<file path="config.mk">
export PLATFORM = sky130hd
export DESIGN_NAME = expu_rint
export DESIGN_NICKNAME = d
export VERILOG_FILES = /design/src/sv/expu_pkg.sv /design/src/sv/expu_rint.sv
export SDC_FILE = /design/constraint.sdc
export NUM_CORES = 1
export LEC_CHECK = 0
export BUFFER_PORTS_ARGS = -buffer_cell sky130_fd_sc_hd__buf_2
export CAP_MARGIN = 25
export CORE_AREA = 4 4 158 175
export CTS_CLUSTER_SIZE = 20
export DETAILED_ROUTE_END_ITERATION = 6
export DIE_AREA = 0 0 162 179
export HOLD_SLACK_MARGIN = 0.02
export PLACE_DENSITY = 0.75
export SLEW_MARGIN = 20
export SYNTH_ARGS = -nofsm -noshare
export SYNTH_HDL_FRONTEND = slang
export SYNTH_SLANG_ARGS = --single-unit
</file>
<file path="constraint.sdc">
create_clock -name clk -period 2.6 [get_ports clk]
set_input_delay 0.39 -clock clk [delete_from_list [all_inputs] [get_ports clk]]
set_output_delay 0.39 -clock clk [all_outputs]
set_load 0.1 [all_outputs]
</file>
<file path="src/sv/expu_pkg.sv">
`timescale 1ns / 1ps
`default_nettype none
// ----------------------------------------------------------------------------
// expu_pkg
// Shared constants and the per-item context record of the e^x pipeline.
// ----------------------------------------------------------------------------
package expu_pkg;

	localparam logic [31:0] FP_ONE      = 32'h3f800000;
	localparam logic [31:0] FP_HALF     = 32'h3f000000;
	localparam logic [31:0] FP_NEG_ZERO = 32'h80000000;
	localparam logic [31:0] FP_POS_INF  = 32'h7f800000;
	localparam logic [31:0] FP_LOG2E    = 32'h3fb8aa3b;
	localparam logic [31:0] FP_LN2_HI   = 32'h3f318000;
	localparam logic [31:0] FP_LN2_LO   = 32'hb95e8083;
	localparam logic [31:0] FP_C5       = 32'h39506967;
	localparam logic [31:0] FP_C4       = 32'h3ab743ce;
	localparam logic [31:0] FP_C3       = 32'h3c088908;
	localparam logic [31:0] FP_C2       = 32'h3d2aa9c1;
	localparam logic [31:0] FP_C1       = 32'h3e2aaaaa;
	localparam logic [31:0] POS_OVF     = 32'h42b17217;
	localparam logic [31:0] NEG_UNF     = 32'hc2af5dc3;
	localparam logic [31:0] QUIET_BIT   = 32'h00400000;

	// travels beside the arithmetic through every stage
	typedef struct packed {
		logic [31:0]        x;
		logic [31:0]        negn;
		logic [31:0]        r;
		logic [31:0]        r2;
		logic signed [8:0]  n;
		logic               spec;
		logic [31:0]        spec_val;
	} ctx_t;

endpackage
`default_nettype wire

</file>
<file path="src/sv/expu_rint.sv">
`timescale 1ns / 1ps
`default_nettype none
// ----------------------------------------------------------------------------
// expu_rint
// Two stages: n = floor(t), then -n back to single precision.
// ----------------------------------------------------------------------------
module expu_rint import expu_pkg::*; (
	input  wire logic        clk,
	input  wire logic        arst_n,
	input  wire logic        en,
	input  wire logic        in_valid,
	input  wire logic [31:0] t,
	input  wire ctx_t        in_ctx,
	output logic             out_valid,
	output ctx_t             out_ctx
);

	logic [7:0]  te, sh;
	logic [23:0] tm, ip;
	logic        fr;
	logic [9:0]  mag;
	logic signed [8:0] n;
	logic signed [8:0] n_s1;
	logic        v_s1;
	ctx_t        ctx_s1;

	always_comb begin
		te  = t[30:23];
		tm  = {1'b1, t[22:0]};
		sh  = 8'd150 - te;
		ip  = tm >> sh[4:0];
		fr  = |(tm & ~(24'hffffff << sh[4:0]));
		mag = {1'b0, ip[8:0]} + {9'b0, fr};
		if (te < 8'd127) begin
			n = (t[31] && t[30:0] != 31'd0) ? -9'sd1 : 9'sd0;
		end else if (te > 8'd134) begin
			n = 9'sd0;   // only reached on items that take the bypass
		end else begin
			// a fraction pulls a negative value down, a positive one is truncated
			n = t[31] ? 9'(~mag + 10'd1) : ip[8:0];
		end
	end

	always_ff @(posedge clk) begin
		if (en) begin
			n_s1   <= n;
			ctx_s1 <= in_ctx;
		end
	end

	logic [8:0]  an;
	logic [3:0]  p;
	logic [31:0] tmp;
	logic [31:0] negn;
	ctx_t        ctx_o;

	always_comb begin
		an = n_s1[8] ? 9'(-n_s1) : n_s1;
		p  = 4'd0;
		for (int i = 0; i < 9; i++) begin
			if (an[i]) p = 4'(i);
		end
		tmp = {23'b0, an} << (5'd23 - {1'b0, p});
		if (n_s1 == 9'sd0) begin
			negn = FP_NEG_ZERO;
		end else begin
			negn = {~n_s1[8], 8'd127 + {4'b0, p}, tmp[22:0]};
		end
		ctx_o      = ctx_s1;
		ctx_o.n    = n_s1;
		ctx_o.negn = negn;
	end

	always_ff @(posedge clk) begin
		if (en) begin
			out_ctx <= ctx_o;
		end
	end

	always_ff @(posedge clk or negedge arst_n) begin
		if (!arst_n) begin
			v_s1      <= 1'b0;
			out_valid <= 1'b0;
		end else if (en) begin
			v_s1      <= in_valid;
			out_valid <= v_s1;
		end
	end

endmodule
`default_nettype wire

</file>
### Yosys cells after proc, flatten, opt, wreduce, memory -nomap -nowiden

Index checks and enable logic that the tools add are counted.

| word-level totals | value |
|---|---|
| flip-flop bits (word level) | 310 |
| output and inout port bits | 171 |
| logic and storage cells | 47 |

| cells by class | value |
|---|---|
| add/subtract/negate cells | 6 |
| order comparisons | 2 |
| shifts and indexed selects | 3 |
| muxes and demuxes | 13 |
| bitwise logic cells | 4 |
| reduce and logical (&&, ||, !) cells | 4 |

Operators with widths:

| cell | number |
|---|---|
| 9-bit two-way mux | 5 |
| 31-bit nonzero test | 1 |
| 4-bit two-way mux | 7 |
| 24-bit AND | 1 |
| 24-bit NOT | 1 |
| 24-bit OR reduction | 1 |
| 24-bit by 5-bit << shifter with 24-bit output, first input constant | 1 |
| 24-bit by 5-bit >> shifter with 9-bit output | 1 |
| 9-bit by 5-bit << shifter with 23-bit output | 1 |
| 9-bit by 1-bit adder with 9-bit output | 1 |
| 9-bit by 1-bit adder with 9-bit output, second input constant | 1 |
| 9-bit zero test | 1 |
| 9-bit negator | 1 |
| 9-bit NOT | 1 |
| 7-bit by 4-bit adder with 8-bit output, first input constant | 1 |
| 8-bit > comparator, second input constant | 1 |
| 8-bit by 7-bit < comparator with 1-bit output, second input constant | 1 |
| 5-bit by 4-bit subtractor with 5-bit output, first input constant | 1 |
| 5-bit subtractor, first input constant | 1 |
| 1-bit logical AND | 1 |
| 1-bit two-way mux | 1 |
| 1-bit NOT | 1 |

### Logic depth before layout (Yosys ltp)

| depth | value |
|---|---|
| depth after elaboration | 12 |
| mapped depth | 23 |
| mapped depth without buffers | 19 |

### Worst setup path before layout

OpenSTA, ideal clock, no wires.

| timing | value |
|---|---|
| path type | input port to flip-flop |
| start | input port t[23] |
| end | register n_s1[8] (data pin) |
| setup time | 0.152 ns |
| arrival time | 4.520 ns |
| data required time | 2.448 ns |
| path slack | -2.072 ns |
| cell stages on the path | 21 |
| cells stage by stage | buf_2 -> buf_2 -> inv_1 -> ha_1 -> buf_2 -> buf_2 -> buf_2 -> a211oi_1 -> a21oi_1 -> mux2i_1 -> o31ai_1 -> ha_1 -> ha_1 -> inv_1 -> nor3_1 -> a32oi_1 -> a21o_1 -> or4_4 -> o211a_1 -> a221o_1 -> a22oi_2 |

| on the way | value |
|---|---|
| cells in the longest elaborated chain, start to end | 11 |
| elaborated cells between the ends (all ways) | 17 |

Ends and longest elaborated chain:

| element | RTL line | source |
|---|---|---|
| start: declaration | expu_rint.sv:12 | `input wire logic [31:0] t,` |
| 5-bit subtractor | expu_rint.sv:30 | `sh = 8'd150 - te;` |
| 24-bit by 5-bit << shifter with 24-bit output | expu_rint.sv:32 | `fr = \|(tm & ~(24'hffffff << sh[4:0]));` |
| 24-bit NOT | expu_rint.sv:32 |  |
| 24-bit AND | expu_rint.sv:32 |  |
| 24-bit OR reduction | expu_rint.sv:32 |  |
| 9-bit by 1-bit adder with 9-bit output | expu_rint.sv:33 | `mag = {1'b0, ip[8:0]} + {9'b0, fr};` |
| 9-bit NOT | expu_rint.sv:40 | `n = t[31] ? 9'(~mag + 10'd1) : ip[8:0];` |
| 9-bit by 1-bit adder with 9-bit output | expu_rint.sv:40 |  |
| 9-bit two-way mux | expu_rint.sv:40 |  |
| 9-bit two-way mux | expu_rint.sv:36 | `end else if (te > 8'd134) begin` |
| 9-bit two-way mux (*) | expu_rint.sv:34 | `if (te < 8'd127) begin` |
| via n[8] | expu_rint.sv:22 | `logic signed [8:0] n;` |
| end signal: assignment | expu_rint.sv:46 | `n_s1 <= n;` |
| end: declaration | expu_rint.sv:23 | `logic signed [8:0] n_s1;` |

The timed path passes the listed nets; every way through them passes the cells marked *.
A chain may end at the register's enable or synchronous reset.

### Worst setup path after layout

Ends and elaborated chain as after synthesis.

==> flow_summary_export.csv <==
group,metric,value,unit
run_status,status,"finished with violations",
run_status,violations,"setup timing",
global_routing,grt_max_degree,59,
routing,drt-initial-drc-count,603,
run,cap_violations,0,
logic_synthesis,syn_avg_cell_area,17.9,µm²
clock_tree,htree_levels,1,
power,p_comb_share,25.7,%
clock_tree,clock_latency,530,ps
floorplanning,core,25900,µm²
global_routing,grtUsageTotal,19.6,%
setup_path,end_kind,"register",
logic_synthesis,syn_area,11700,µm²
timing,slew_headroom,63.5,%
setup_path,path_cells,"buf_8 -> buf_8 -> inv_4 -> ha_4 -> buf_6 -> mux4_2 -> nand2_2 -> a211oi_2 -> a221o_1 -> ha_4 -> inv_4 -> o31ai_1 -> a221o_1 -> a31oi_4 -> and4_1 -> a22oi_2 -> a221o_1 -> a22oi_2",
setup_path,cp-start-kind,"primary input",
floorplanning,ioPinCount,377,
timing,skew,10.4,ps
worst_hold_path,min_path_type,"in2reg",
global_routing,grt_pass1_vias,7698,
logic_synthesis,yosys_warnings,0,
logic_synthesis,synth_cell_types,63,
timing,max_freq,0.302,GHz
placed_design,port-buffer-count,335,
setup_path,cp.required,2970,ps
cells_and_area,syn_to_final_growth,43.5,%
setup_path,critPathSlowestCell,"mux4_2",
timing,layout_setup_ws,-708,ps
timing,hold_viol_final,0,
clock_tree,cts_made_buffers,27,
power,p_leak,6.79,nW
routing,vias_per_cell,5.03,
timing,period_minus_slack,3310,ps
global_routing,antenna_found_initial,4,
cells_and_area,nNetsFinal,1393,
placed_design,gp_congestion,0.887,
logic_synthesis,ys_ff_latch,309,
routing,drc,0,
logic_synthesis,syn_inst,656,
cells_and_area,layout-drive-gt1-share,55.8,%
logic_synthesis,yosysSeqAreaShare,79.0,%
power,pwr-share-seq,43.9,%
clock_tree,cts_sinks,309,
floorplanning,die_w,162,µm
setup_path,cpMostUsedCell,"a221o_1",
power,p_clk_share,30.4,%
logic_synthesis,synth-async-reset-ratio,0.647,%
timing,grt_setup_unrepaired,"yes",
power,power_density,818,nW/µm²
setup_path,r2r_slack,-100,ps
timing,drv_slew,0,
routing,ant_nets,0,
power,internal-power,9.50,mW
setup_path,slowest_delay,540,ps
placed_design,place_hpwl,23000,µm
clock_tree,cts.clk_slew.worst_paths,70,ps
clock_tree,clk_path_buf_depth,3,
clock_tree,cts-root-buf,"clkbuf_16",
global_routing,grt_pass1_wl,43600,µm
global_routing,overflow,0,
logic_synthesis,synth_edf_count,307,
routing,vias,7799,
logic_synthesis,synthFlopType,"edfxtp_1",
placed_design,dpl_worst_slack,-1460,ps
floorplanning,fp-row-count,62,
power,switchingPower,4.27,mW
cells_and_area,fillers,1823,
timing,setup_violations,13,
setup_path,worst_ep_arrival_time,3680,ps
power,ir_drop,0.523,mV
setup_path,crit_path_max_fanout,6,
timing,post-route-period-util,127,%
cells_and_area,layout.cells.non_filler,1551,
timing,tightest_slew,551,ps
placed_design,placed_cells,1474,
power,p_total,13.8,mW
floorplanning,start_util,45.3,%
setup_path,path_class,"in2reg",
floorplanning,die_area,29000,µm²
floorplanning,dieHeight,179,µm
routing,drt_wl_total,31500,µm
routing,route.detailed.wl_per_inst,20.3,µm
routing,dr.pass1.iters,5,
clock_tree,cts_tree,"built",
power,switching_share,31.0,%
==> power by group through the flow <==
stage          registers [mW]  logic (mW)  clock network, mW
6_report                 6.05        3.54               4.19
4_1_cts                  6.05        3.32               4.22
3_5_place_dp             6.15        3.17                  0
2_1_floorplan            7.60       0.725                  0
3_3_place_gp             6.12        3.14                  0
5_1_grt                  6.08        3.68               4.49
==> critical path, delay by kind of cell <==
| kind | cells | cell delay (ps) |
|---|---|---|
| buf+inv | 5 | 450 |
| mux | 1 | 540 |
| compound gates | 8 | 1460 |
| simple gates | 2 | 320 |
| fa+ha+maj | 2 | 520 |
==> cells by family (layout without fill, tap and decap cells) <==
kind of cell | after synthesis | in the layout | synth area share, %
AO/OA/AOI/OAI | 88 | 88 | 5.18
AND/OR/NAND/NOR | 139 | 139 | 5.90
adder cells (fa/ha/maj) | 9 | 9 | 0.960
XOR/XNOR | 20 | 20 | 1.62
other | 1 | 16 | 0.0320
buffers and inverters | 33 | 561 | 1.30
multiplexers | 57 | 57 | 6.00
flip-flops | 309 | 309 | 79.0
==> cell type report <==
class                           instances  area, µm²  share of cell area (%)
Clock buffer                           34        732                    4.35
Antenna cell                            1       2.50                  0.0149
Inverter                               14       62.6                   0.371
Clock inverter                         15        218                    1.29
Timing Repair Buffer                  498       3110                    18.5
Multi-Input combinational cell        328       3000                    17.8
Tap cell                              352        440                    2.62
Sequential cell                       309       9270                    55.0
==> synth_stat cells, types with 2 or more instances <==
cell type / count / area, µm²
edfxtp_1: 307 / 9220
nand2_1: 35 / 131
nor2_1: 33 / 124
mux2_2: 27 / 304
mux2i_1: 22 / 220
o21ai_0: 18 / 90.1
a21oi_1: 16 / 80.1
nand3_1: 13 / 65.1
nor3_1: 13 / 65.1
inv_1: 12 / 45.0
xnor2_1: 10 / 87.6
ha_1: 9 / 113
nor4_1: 9 / 56.3
buf_2: 8 / 40.0
clkbuf_1: 8 / 30.0
mux4_2: 8 / 180
xor2_1: 8 / 70.1
and3_1: 7 / 43.8
a22oi_1: 6 / 45.0
a221o_1: 5 / 50.1
nand4_1: 5 / 31.3
o31ai_1: 5 / 37.5
a211oi_1: 4 / 30.0
a31oi_1: 4 / 25.0
o211ai_1: 4 / 30.0
o22ai_1: 4 / 25.0
and2_1: 3 / 18.8
and4_1: 3 / 26.3
nand2b_1: 3 / 18.8
nor2b_1: 3 / 18.8
or3_1: 3 / 18.8
a211o_1: 2 / 17.5
a21boi_0: 2 / 15.0
a2bb2oi_1: 2 / 17.5
buf_6: 2 / 22.5
clkinv_1: 2 / 7.51
dfrtp_1: 2 / 50.1
nor3b_1: 2 / 15.0
o21a_1: 2 / 15.0
or4_1: 2 / 15.0
==> layer usage <==
| layer | global-route usage [%] | vias up | wire length [µm] |
|---|---|---|---|
| li1 | - | 3635 | - |
| met1 | 20.9 | 3767 | 11000 |
| met2 | 37.4 | 319 | 16900 |
| met3 | 4.92 | 72 | 2430 |
| met4 | 6.87 | 6 | 1080 |
| met5 | 0 | - | 38 |
==> through the flow <==
| stage | cell area (µm²) | hold slack (ps) | setup TNS [ps] | utilization, % |
|---|---|---|---|---|
| 2_1_floorplan | 12000 | 94.4 | -8020 | - |
| 3_3_place_gp | 15100 | 174 | -9550 | 58.2 |
| 3_5_place_dp | 15100 | 178 | -10690 | 58.2 |
| 4_1_cts | 16400 | 21.3 | -3750 | 63.5 |
| 5_1_grt | 16800 | 14.3 | -6630 | 65.0 |
| 6_report | 16800 | 30.3 | -4370 | 65.0 |
==> registers in the layout (all words and copies together), names as in the netlist <==
| signal | flops |
|---|---|
| ctx_o | 129 |
| out_valid | 1 |
| v_s1 | 1 |
| n_s1 | 9 |
| out_ctx | 169 |
==> path summary, 6_finish.rpt <==
kind                                      from                          to  depth (start not counted)
hold reg to reg            ctx_o[25]$_DFFE_PP_       out_ctx[25]$_DFFE_PP_                          0
hold / removal                     in_ctx[152]        ctx_o[152]$_DFFE_PP_                          1
setup reg to reg             n_s1[2]$_DFFE_PP_  out_ctx[126]$_SDFFCE_PN0P_                         11
max in group asynchronous               arst_n            v_s1$_DFFE_PN0P_                          2
setup / recovery                         t[23]           n_s1[8]$_DFFE_PP_                         18
min in group asynchronous               arst_n       out_valid$_DFFE_PN0P_                          2
==> placed cells by master (no fill, tap or decap), drive strengths merged, types with 4 or more instances in the layout <==
cell,netlist,final
buf,11,494
edfxtp,307,307
nand2,35,35
clkbuf,8,34
nor2,33,33
mux2,27,27
mux2i,22,22
o21ai,19,19
a21oi,16,16
conb,1,15
inv,12,15
nand3,13,13
nor3,13,13
xnor2,11,11
nor4,9,9
ha,9,9
xor2,9,9
mux4,8,8
a22oi,7,7
and3,7,7
clkinv,2,6
nand4,5,5
a221o,5,5
bufinv,0,5
o31ai,5,5
o211ai,4,4
o22ai,4,4
a211oi,4,4
a31oi,4,4
==> timing repair <==
| item | 4_1_cts | 5_1_grt |
|---|---|---|
| cloned | 1 | 0 |
| resized for setup | 64 | 59 |
| endpoints found under the hold margin | 2 | 2 |
| setup buffers | 11 | 13 |
| hold buffers | 1 | 2 |
| pin swaps | 32 | 35 |
| setup endpoints to repair | 15 | 19 |
(Power assumes the default switching activity.)
