**src/sv/expu_pkg.sv**
```systemverilog
`timescale 1ns / 1ps
`default_nettype none
// ----------------------------------------------------------------------------
// expu_pkg
// Shared constants and the per-item context record of the e^x pipeline.
// ----------------------------------------------------------------------------
package expu_pkg;

	localparam logic [31:0] FP_ONE      = 32'h3f800000;
	localparam logic [31:0] FP_HALF     = 32'h3f000000;
	localparam logic [31:0] FP_NEG_ZERO = 32'h80000000;
	localparam logic [31:0] FP_POS_INF  = 32'h7f800000;
	localparam logic [31:0] FP_LOG2E    = 32'h3fb8aa3b;
	localparam logic [31:0] FP_LN2_HI   = 32'h3f318000;
	localparam logic [31:0] FP_LN2_LO   = 32'hb95e8083;
	localparam logic [31:0] FP_C5       = 32'h39506967;
	localparam logic [31:0] FP_C4       = 32'h3ab743ce;
	localparam logic [31:0] FP_C3       = 32'h3c088908;
	localparam logic [31:0] FP_C2       = 32'h3d2aa9c1;
	localparam logic [31:0] FP_C1       = 32'h3e2aaaaa;
	localparam logic [31:0] POS_OVF     = 32'h42b17217;
	localparam logic [31:0] NEG_UNF     = 32'hc2af5dc3;
	localparam logic [31:0] QUIET_BIT   = 32'h00400000;

	// travels beside the arithmetic through every stage
	typedef struct packed {
		logic [31:0]        x;
		logic [31:0]        negn;
		logic [31:0]        r;
		logic [31:0]        r2;
		logic signed [8:0]  n;
		logic               spec;
		logic [31:0]        spec_val;
	} ctx_t;

endpackage
`default_nettype wire

```
**src/sv/expu_fma.sv**
```systemverilog
`timescale 1ns / 1ps
`default_nettype none
// ----------------------------------------------------------------------------
// expu_fma
// Four-stage fused multiply-add a*b+c on finite single-precision operands,
// one rounding to nearest even, subnormals in and out.
// ----------------------------------------------------------------------------
module expu_fma import expu_pkg::*; (
	input  wire logic        clk,
	input  wire logic        arst_n,
	input  wire logic        en,
	input  wire logic        in_valid,
	input  wire logic [31:0] a,
	input  wire logic [31:0] b,
	input  wire logic [31:0] c,
	input  wire ctx_t        in_ctx,
	output logic             out_valid,
	output logic [31:0]      y,
	output ctx_t             out_ctx
);

	function automatic logic [75:0] shr_sticky(input logic [75:0] v, input logic [10:0] d);
		logic [75:0] mask;
		logic [75:0] r;
		if (d >= 11'd76) begin
			r = {75'b0, |v};
		end else begin
			mask = ~({76{1'b1}} << d[6:0]);
			r    = (v >> d[6:0]);
			r[0] = r[0] | (|(v & mask));
		end
		return r;
	endfunction

	// stage 1: unpack and multiply
	logic [7:0]  ea, eb, ec;
	logic [23:0] ma, mb, mc;
	logic        v_s1, sp_s1, sc_s1;
	logic [47:0] prod_s1;
	logic [23:0] mc_s1;
	logic signed [10:0] tp, tc, tp_s1, tc_s1;
	ctx_t        ctx_s1;

	always_comb begin
		ea = (a[30:23] == 8'd0) ? 8'd1 : a[30:23];
		eb = (b[30:23] == 8'd0) ? 8'd1 : b[30:23];
		ec = (c[30:23] == 8'd0) ? 8'd1 : c[30:23];
		ma = {|a[30:23], a[22:0]};
		mb = {|b[30:23], b[22:0]};
		mc = {|c[30:23], c[22:0]};
		// a zero operand must not claim the top of the window
		tp = (ma == 24'd0 || mb == 24'd0) ? -11'sd200
			: $signed({3'b0, ea}) + $signed({3'b0, eb}) - 11'sd252;
		tc = (mc == 24'd0) ? -11'sd200 : $signed({3'b0, ec}) - 11'sd126;
	end

	always_ff @(posedge clk) begin
		if (en) begin
			prod_s1 <= ma * mb;
			sp_s1   <= a[31] ^ b[31];
			sc_s1   <= c[31];
			mc_s1   <= mc;
			tp_s1   <= tp;
			tc_s1   <= tc;
			ctx_s1  <= in_ctx;
		end
	end

	// stage 2: align into a 76-bit window and add
	logic signed [10:0] t2;
	logic [75:0] pw, cw;
	logic [77:0] pe, ce, sum;
	logic [76:0] mag_s2;
	logic        v_s2, neg_s2, zs_s2;
	logic [9:0]  e0_s2;
	ctx_t        ctx_s2;

	always_comb begin
		t2 = (tp_s1 > tc_s1) ? tp_s1 : tc_s1;
		if (t2 < -11'sd125) t2 = -11'sd125;
		pw  = shr_sticky({prod_s1, 28'b0}, 11'(t2 - tp_s1));
		cw  = shr_sticky({mc_s1, 52'b0}, 11'(t2 - tc_s1));
		pe  = {2'b0, pw};
		ce  = {2'b0, cw};
		sum = (sp_s1 ? (~pe + 78'd1) : pe) + (sc_s1 ? (~ce + 78'd1) : ce);
	end

	always_ff @(posedge clk) begin
		if (en) begin
			neg_s2 <= sum[77];
			mag_s2 <= sum[77] ? 77'(~sum + 78'd1) : sum[76:0];
			e0_s2  <= 10'(t2 + 11'sd127);
			zs_s2  <= sp_s1 & sc_s1;
			ctx_s2 <= ctx_s1;
		end
	end

	// stage 3: leading-zero count
	logic [6:0]  lz, lz_s3;
	logic [76:0] mag_s3;
	logic        v_s3, neg_s3, zs_s3;
	logic [9:0]  e0_s3;
	ctx_t        ctx_s3;

	always_comb begin
		lz = 7'd77;
		for (int i = 0; i < 77; i++) begin
			if (mag_s2[i]) lz = 7'(76 - i);
		end
	end

	always_ff @(posedge clk) begin
		if (en) begin
			lz_s3  <= lz;
			mag_s3 <= mag_s2;
			neg_s3 <= neg_s2;
			zs_s3  <= zs_s2;
			e0_s3  <= e0_s2;
			ctx_s3 <= ctx_s2;
		end
	end

	// stage 4: normalise (no further than the subnormal floor), round, pack
	logic [9:0]  maxs, efield;
	logic [6:0]  s;
	logic [76:0] shf;
	logic        inc;
	logic [32:0] packed_v;
	logic [31:0] res;

	always_comb begin
		maxs     = e0_s3 - 10'd1;
		s        = ({3'b0, lz_s3} > maxs) ? maxs[6:0] : lz_s3;
		shf      = mag_s3 << s;
		efield   = shf[76] ? (e0_s3 - {3'b0, s}) : 10'd0;
		inc      = shf[52] & ((|shf[51:0]) | shf[53]);
		packed_v = {efield, shf[75:53]} + {32'b0, inc};
		if (mag_s3 == 77'd0) begin
			res = {zs_s3, 31'b0};
		end else if (packed_v[32:23] >= 10'd255) begin
			res = {neg_s3, FP_POS_INF[30:0]};
		end else begin
			res = {neg_s3, packed_v[30:0]};
		end
	end

	always_ff @(posedge clk) begin
		if (en) begin
			y       <= res;
			out_ctx <= ctx_s3;
		end
	end

	always_ff @(posedge clk or negedge arst_n) begin
		if (!arst_n) begin
			v_s1      <= 1'b0;
			v_s2      <= 1'b0;
			v_s3      <= 1'b0;
			out_valid <= 1'b0;
		end else if (en) begin
			v_s1      <= in_valid;
			v_s2      <= v_s1;
			v_s3      <= v_s2;
			out_valid <= v_s3;
		end
	end

endmodule
`default_nettype wire

```
**config.mk**
```make
export PLATFORM = sky130hd
export DESIGN_NAME = expu_fma
export DESIGN_NICKNAME = d
export VERILOG_FILES = /design/src/sv/expu_pkg.sv /design/src/sv/expu_fma.sv
export SDC_FILE = /design/constraint.sdc
export NUM_CORES = 2
export LEC_CHECK = 0
export BUFFER_PORTS_ARGS = -buffer_cell sky130_fd_sc_hd__buf_4
export CAP_MARGIN = 20
export CORE_UTILIZATION = 57
export CTS_CLUSTER_SIZE = 28
export DETAILED_ROUTE_END_ITERATION = 10
export PLACE_DENSITY = 0.78
export SYNTH_ARGS = -nofsm -noshare
export SYNTH_HDL_FRONTEND = slang
export SYNTH_SLANG_ARGS = --single-unit
```
**constraint.sdc**
```tcl
create_clock -name clk -period 13.3 [get_ports clk]
set_input_delay 1.995 -clock clk [delete_from_list [all_inputs] [get_ports clk]]
set_output_delay 1.995 -clock clk [all_outputs]
set_load 0.01 [all_outputs]
```
### Word level (Yosys, flattened, before mapping)

Cells that the tools add are included.

| storage, ports and cells | value |
|---|---|
| flip-flop bits (word level) | 997 |
| input bits | 270 |
| output and inout bits | 203 |

| cells by class | value |
|---|---|
| add/sub/neg operators | 13 |
| multipliers | 1 |
| $lt $le $gt $ge | 6 |
| shift operators | 5 |
| multiplexer cells | 90 |
| bitwise logic cells | 13 |
| reductions and logical operators | 23 |

Operator list:

| cell | count |
|---|---|
| two-way mux 6 bit | 32 |
| adder 78 x 1 -> 78 bit (second input constant) | 2 |
| two-way mux 78 bit | 2 |
| inverter 76 -> 78 bit | 2 |
| AND 76 bit | 2 |
| two-way mux 76 bit | 2 |
| inverter 76 bit | 2 |
| OR reduction 76 bit | 2 |
| << shifter 76 x 7 -> 76 bit (first input constant) | 2 |
| right shift 76 x 7 -> 76 bit | 2 |
| two-way mux 7 bit | 13 |
| two-way mux 5 bit | 16 |
| adder 78 bit | 1 |
| adder 77 x 1 -> 77 bit (second input constant) | 1 |
| logical NOT 77 bit | 1 |
| two-way mux 77 bit | 1 |
| inverter 77 bit | 1 |
| << shifter 77 x 7 -> 77 bit | 1 |
| logical NOT 24 bit | 3 |
| OR reduction 64 bit | 1 |
| OR reduction 52 bit | 1 |
| multiplier 24 x 24 -> 48 bit | 1 |
| OR reduction 48 bit | 1 |
| adder 33 x 1 -> 33 bit | 1 |
| 32 further kinds | 58 |

### Depth between registers and ports, before layout

| depth | value |
|---|---|
| depth after elaboration | 76 |
| depth in mapped cells | 72 |
| mapped depth without buffers | 64 |

### Worst setup path before layout

Ideal clock, no wire load.

| timing | value |
|---|---|
| path type | register -> register |
| start point | register tc_s1[1] |
| end point | register mag_s2[73], data pin |
| setup time | 0.261 ns |
| data arrival time | 13.641 ns |
| required time | 13.039 ns |
| slack | -0.602 ns |
| cell stages (with the launch flop) | 61 |
| path buffers | 8 |
| period minus slack after synthesis | 13.902 ns |
| cell sequence | edfxtp_1 -> inv_1 -> ha_1 -> nor2b_1 -> o21a_1 -> o21a_1 -> o21a_1 -> o21ai_0 -> nand2b_1 -> a21oi_1 -> nor2b_1 -> o21ai_0 -> a21oi_1 -> a21oi_1 -> clkbuf_1 -> clkbuf_1 -> nand3_1 -> o2111ai_1 -> [25 not listed] -> ha_1 -> inv_1 -> o21bai_1 -> a21o_1 -> o21a_1 -> nor2_1 -> o31ai_1 -> a21oi_1 -> or3_1 -> a2111oi_0 -> nand3b_1 -> nor3_1 -> nand4b_1 -> or4_1 -> or2_2 -> nor3b_1 -> a41o_1 -> xnor2_1 |

| between the ends | value |
|---|---|
| word-level cells in the longest chain between the ends | 18 |
| elaborated cells between the ends (all ways) | 32 |
| classes of those cells | add/sub: 6; order compare: 4; shift: 4; mux: 7; bitwise: 9; reduce/logical: 2 |

RTL lines:

| what | line | source |
|---|---|---|
| start: declaration | expu_fma.sv:41 | `logic signed [10:0] tp, tc, tp_s1, tc_s1;` |
| start signal: assignment | expu_fma.sv:64 | `tc_s1 <= tc;` |
| > comparator 11 bit | expu_fma.sv:79 | `t2 = (tp_s1 > tc_s1) ? tp_s1 : tc_s1;` |
| two-way mux 11 bit | expu_fma.sv:79 |  |
| less-than comparator 11 x 8 -> 1 bit | expu_fma.sv:80 | `if (t2 < -11'sd125) t2 = -11'sd125;` |
| two-way mux 11 bit | expu_fma.sv:80 |  |
| subtractor 11 bit (on tied branches) | expu_fma.sv:81, expu_fma.sv:82 |  |
| << shifter 76 x 7 -> 76 bit | expu_fma.sv:28 | `mask = ~({76{1'b1}} << d[6:0]);` |
| inverter 76 bit | expu_fma.sv:28 |  |
| AND 76 bit | expu_fma.sv:30 | `r[0] = r[0] \| (\|(v & mask));` |
| [2 not listed] | - |  |
| two-way mux 76 bit | expu_fma.sv:25 | `if (d >= 11'd76) begin` |
| inverter 76 -> 78 bit | expu_fma.sv:85 | `sum = (sp_s1 ? (~pe + 78'd1) : pe) + (sc_s1 ? (~ce + 78'd1) : ce);` |
| adder 78 x 1 -> 78 bit | expu_fma.sv:85 |  |
| two-way mux 78 bit | expu_fma.sv:85 |  |
| adder 78 bit (*) | expu_fma.sv:85 |  |
| inverter 77 bit | expu_fma.sv:91 | `mag_s2 <= sum[77] ? 77'(~sum + 78'd1) : sum[76:0];` |
| adder 77 x 1 -> 77 bit | expu_fma.sv:91 |  |
| two-way mux 77 bit (*) | expu_fma.sv:91 |  |
| end signal: assignment | expu_fma.sv:91 |  |
| end: declaration | expu_fma.sv:73 | `logic [76:0] mag_s2;` |

Mark *: on every way between the ends. The rest lies on a longest branch, timed or not.
A chain may end at the register's enable or synchronous reset.

### Worst setup path in the final report

| timing | value |
|---|---|
| start point | register tc_s1[1] |
| end point | register mag_s2[75], data pin |

Same word-level chain as after synthesis.

==> load_flow_metrics.sql <==
INSERT INTO impl_metrics (metric_group, metric, value, unit) VALUES
('clock_tree', 'cts_tree', 'done', ''),
('global_routing', 'grt_pass1_vias', '65066', ''),
('yosys', 'multiplexer_area_fraction_after_synthesis', '7.69', '%'),
('worst_setup_path', 'critical_path.startpoint_type', 'flop', ''),
('die', 'fp.coreArea', '137000', 'µm²'),
('die', 'placement_rows', '136', ''),
('yosys', 'synth-edff-count', '990', ''),
('die', 'initial_core_util', '57.5', '%'),
('cells_and_area', 'finalNetCount', '9475', ''),
('clock_tree', 'worstSkewPairLatency', '0.72', 'ns'),
('timing', 'finalHoldViolations', '0', ''),
('cells_and_area', 'seqCellArea', '29800', 'µm²'),
('worst_setup_path', 'critical_path.slowest_cell', 'sky130_fd_sc_hd__fa_2', ''),
('yosys', 'synthMostInstantiatedCell', 'sky130_fd_sc_hd__edfxtp_1', ''),
('placed_design', 'globalplace.congestion', '1.06', ''),
('die', 'height_of_the_die', '374', 'µm'),
('route', 'drtPass1Iterations', '6', ''),
('global_routing', 'groute.usage.overall', '38.7', '%'),
('clock_tree', 'numClockSinks', '994', ''),
('die', 'pin_count', '473', ''),
('route', 'detailroute.via_count', '66028', ''),
('worst_setup_path', 'r2r.worst_path.cells', '59', ''),
('timing', 'fin_worst_skew', '0.0208', 'ns'),
('route', 'routed_wirelength', '277', 'mm'),
('worst_hold_path', 'timing.hold.worst_path_depth', '0', ''),
('worst_hold_path', 'worstHoldPathType', 'flop to flop', ''),
('yosys', 'synth_simple_gate_area_share', '15.0', '%'),
('yosys', 'synth_top_family_by_area', 'adder cells', ''),
('worst_setup_path', 'worst-endpoint-arrival', '13.03', 'ns'),
('yosys', 'synth_top_cells_by_count', '990 x sky130_fd_sc_hd__edfxtp_1, 938 x sky130_fd_sc_hd__nand2_1, 633 x sky130_fd_sc_hd__inv_1, 488 x sky130_fd_sc_hd__fa_1, 459 x sky130_fd_sc_hd__nor2_1', ''),
('timing', 'slew-limit-headroom', '16.4', '%'),
('yosys', 'synth.top_cell.area_share', '37.6', '%'),
('cells_and_area', 'area_of_the_multi_input_gates', '45800', 'µm²'),
('global_routing', 'grt_util_met2', '65.8', '%'),
('yosys', 'dominantRegCellSynth', 'sky130_fd_sc_hd__edfxtp_1', ''),
('worst_setup_path', 'timing.critical_path.fanout_max', '8', ''),
('timing', 'layout_worst_path_cycle_share', '94.5', '%'),
('timing', 'final_setup_violation_count', '0', ''),
('yosys', 'ys_async_sr_fraction', '0.402', '%'),
('die', 'die_footprint', '140000', 'µm²'),
('worst_setup_path', 'critical_path_buffers_and_inverters', '10', ''),
('run', 'cap_violations', '0', ''),
('timing', 'final.setup.tns', '0', 'ns'),
('route', 'wl_per_cell', '27.0', 'µm'),
('route', 'avgViaCountPerCell', '6.42', ''),
('yosys', 'synth.yosys.warnings', '0', ''),
('cells_and_area', 'n_fill_cell', '10430', ''),
('yosys', 'ys_top_cells_by_area', 'sky130_fd_sc_hd__edfxtp_1 38%, sky130_fd_sc_hd__fa_1 12%, sky130_fd_sc_hd__ha_1 5.0%, sky130_fd_sc_hd__nand2_1 4.5%, sky130_fd_sc_hd__mux2i_1 3.9%', ''),
('yosys', 'yosysSeqAreaShare', '37.7', '%'),
('yosys', 'synth_adder_area_share', '17.4', '%'),
('cells_and_area', 'area_growth', '14.9', '%'),
('clock_tree', 'cts_root_buf', 'sky130_fd_sc_hd__clkbuf_16', ''),
('yosys', 'synth-xor-area-share', '3.68', '%'),
('timing', 'worst-slew-pin-transition', '1.24', 'ns'),
('global_routing', 'leftover_overflow_at_the_end_of_global_routing', '0', ''),
('yosys', 'synth-seq-cells', '994', ''),
('yosys', 'synth_cell_type_count', '103', ''),
('worst_setup_path', 'timing.critical_path.max_delay_family', 'simple AND/OR/NAND/NOR gates', ''),
('worst_setup_path', 'criticalPathCategory', 'flop to flop', ''),
('yosys', 'synth_nets', '8851', ''),
('timing', 'achievable-frequency', '0.0796', 'GHz'),
('global_routing', 'globalRouteMet1Util', '43.7', '%'),
('clock_tree', 'clock_tree.htree_level_count', '3', ''),
('clock_tree', 'clkSlewWorstSetupHoldPaths', '0.07', 'ns'),
('yosys', 'synthesis.area', '79000', 'µm²'),
('outcome', 'run_status', 'completed', ''),
('timing', 'finalWorstPathRequiredPeriod', '12.57', 'ns'),
('yosys', 'synth_compound_area_share', '13.4', '%'),
('die', 'die_w', '374', 'µm'),
('worst_setup_path', 'cpPeakStageDelay', '0.64', 'ns'),
('yosys', 'syn_area_per_cell', '10.2', 'µm²');
==> cell usage in the layout (no fill, tap or decap), types with 255 or more instances in the layout <==
cell type	Yosys	final
sky130_fd_sc_hd__edfxtp_1	990	990
sky130_fd_sc_hd__nand2_1	938	936
sky130_fd_sc_hd__buf_4	7	919
sky130_fd_sc_hd__inv_1	633	632
sky130_fd_sc_hd__fa_1	488	486
sky130_fd_sc_hd__nor2_1	459	452
sky130_fd_sc_hd__a21oi_1	383	370
sky130_fd_sc_hd__ha_1	318	314
sky130_fd_sc_hd__mux2i_1	310	303
sky130_fd_sc_hd__o21ai_0	321	301
sky130_fd_sc_hd__and2_1	256	255
==> cell type report <==
| class | instances | share of cell area (%) |
|---|---|---|
| inverters | 637 | 2.64 |
| flip-flops and latches | 994 | 32.9 |
| multi-input cells | 5725 | 50.4 |
| clock inverters | 61 | 0.761 |
| well taps | 1794 | 2.47 |
| clock buffers | 117 | 2.78 |
| repair buffers | 943 | 8.05 |
| diodes | 9 | 0.0248 |
==> timing repair <==
item	in CTS	in global routing
gates resized for setup	3	127
pin swaps	0	29
hold buffers	0	0
cloned	0	2
setup buffers	0	23
setup endpoints to repair	6	77
==> sequential cells by signal, indices dropped and copies added, names as in the netlist <==
signal / flops
y: 32
v_s1: 1
ctx_s2: 170
mag_s3: 77
prod_s1: 48
sp_s1: 1
v_s2: 1
zs_s2: 1
v_s3: 1
ctx_s3: 170
neg_s3: 1
ctx_s1: 170
sc_s1: 1
e0_s2: 10
e0_s3: 10
out_ctx: 170
tp_s1: 10
neg_s2: 1
zs_s3: 1
lz_s3: 7
tc_s1: 9
mc_s1: 24
mag_s2: 77
out_valid: 1
==> metal layers <==
layer / wire length [µm] / part of all wire (%)
met1: 96000 / 35
met2: 136000 / 49
met3: 20900 / 7.6
met4: 24200 / 8.7
met5: 30 / 0.011
==> worst paths after layout <==
path                                        startpoint  slack [ns]               endpoint
worst max-delay path            tc_s1[1]$_SDFFCE_PN0P_        0.73   mag_s2[75]$_DFFE_PP_
worst min-delay path              ctx_s1[96]$_DFFE_PP_        0.41   ctx_s2[96]$_DFFE_PP_
worst max register to register  tc_s1[1]$_SDFFCE_PN0P_        0.73   mag_s2[75]$_DFFE_PP_
worst min register to register    ctx_s1[96]$_DFFE_PP_        0.41   ctx_s2[96]$_DFFE_PP_
max in group asynchronous                       arst_n       12.13       v_s2$_DFFE_PN0P_
min in group asynchronous                       arst_n        1.08  out_valid$_DFFE_PN0P_
==> stage by stage <==
step                      hold slack, ns  utilization, %  cell area, µm²  worst slack, ns  cells
after CTS                          0.408            65.5           90000           0.0486  10241
after floorplan                    0.400               -           79000           0.0500   7775
after global placement             0.400            63.1           86800           0.0511  10061
after global routing               0.418            66.0           90800         -0.00505  10277
final                              0.409            66.0           90800            0.731  10280
after detailed placement           0.405            63.1           86800          -0.0300  10063
==> logic make-up after synthesis <==
family / count (synthesis)
buffers and inverters: 1056
adder cells (fa/ha/maj): 806
AND/OR/NAND/NOR: 2478
flip-flops: 994
multiplexers: 505
AO/OA/AOI/OAI: 1604
XOR/XNOR: 332
Power is not shown: default switching activity piles up to over one toggle a cycle in this logic, so the estimate is an artifact.
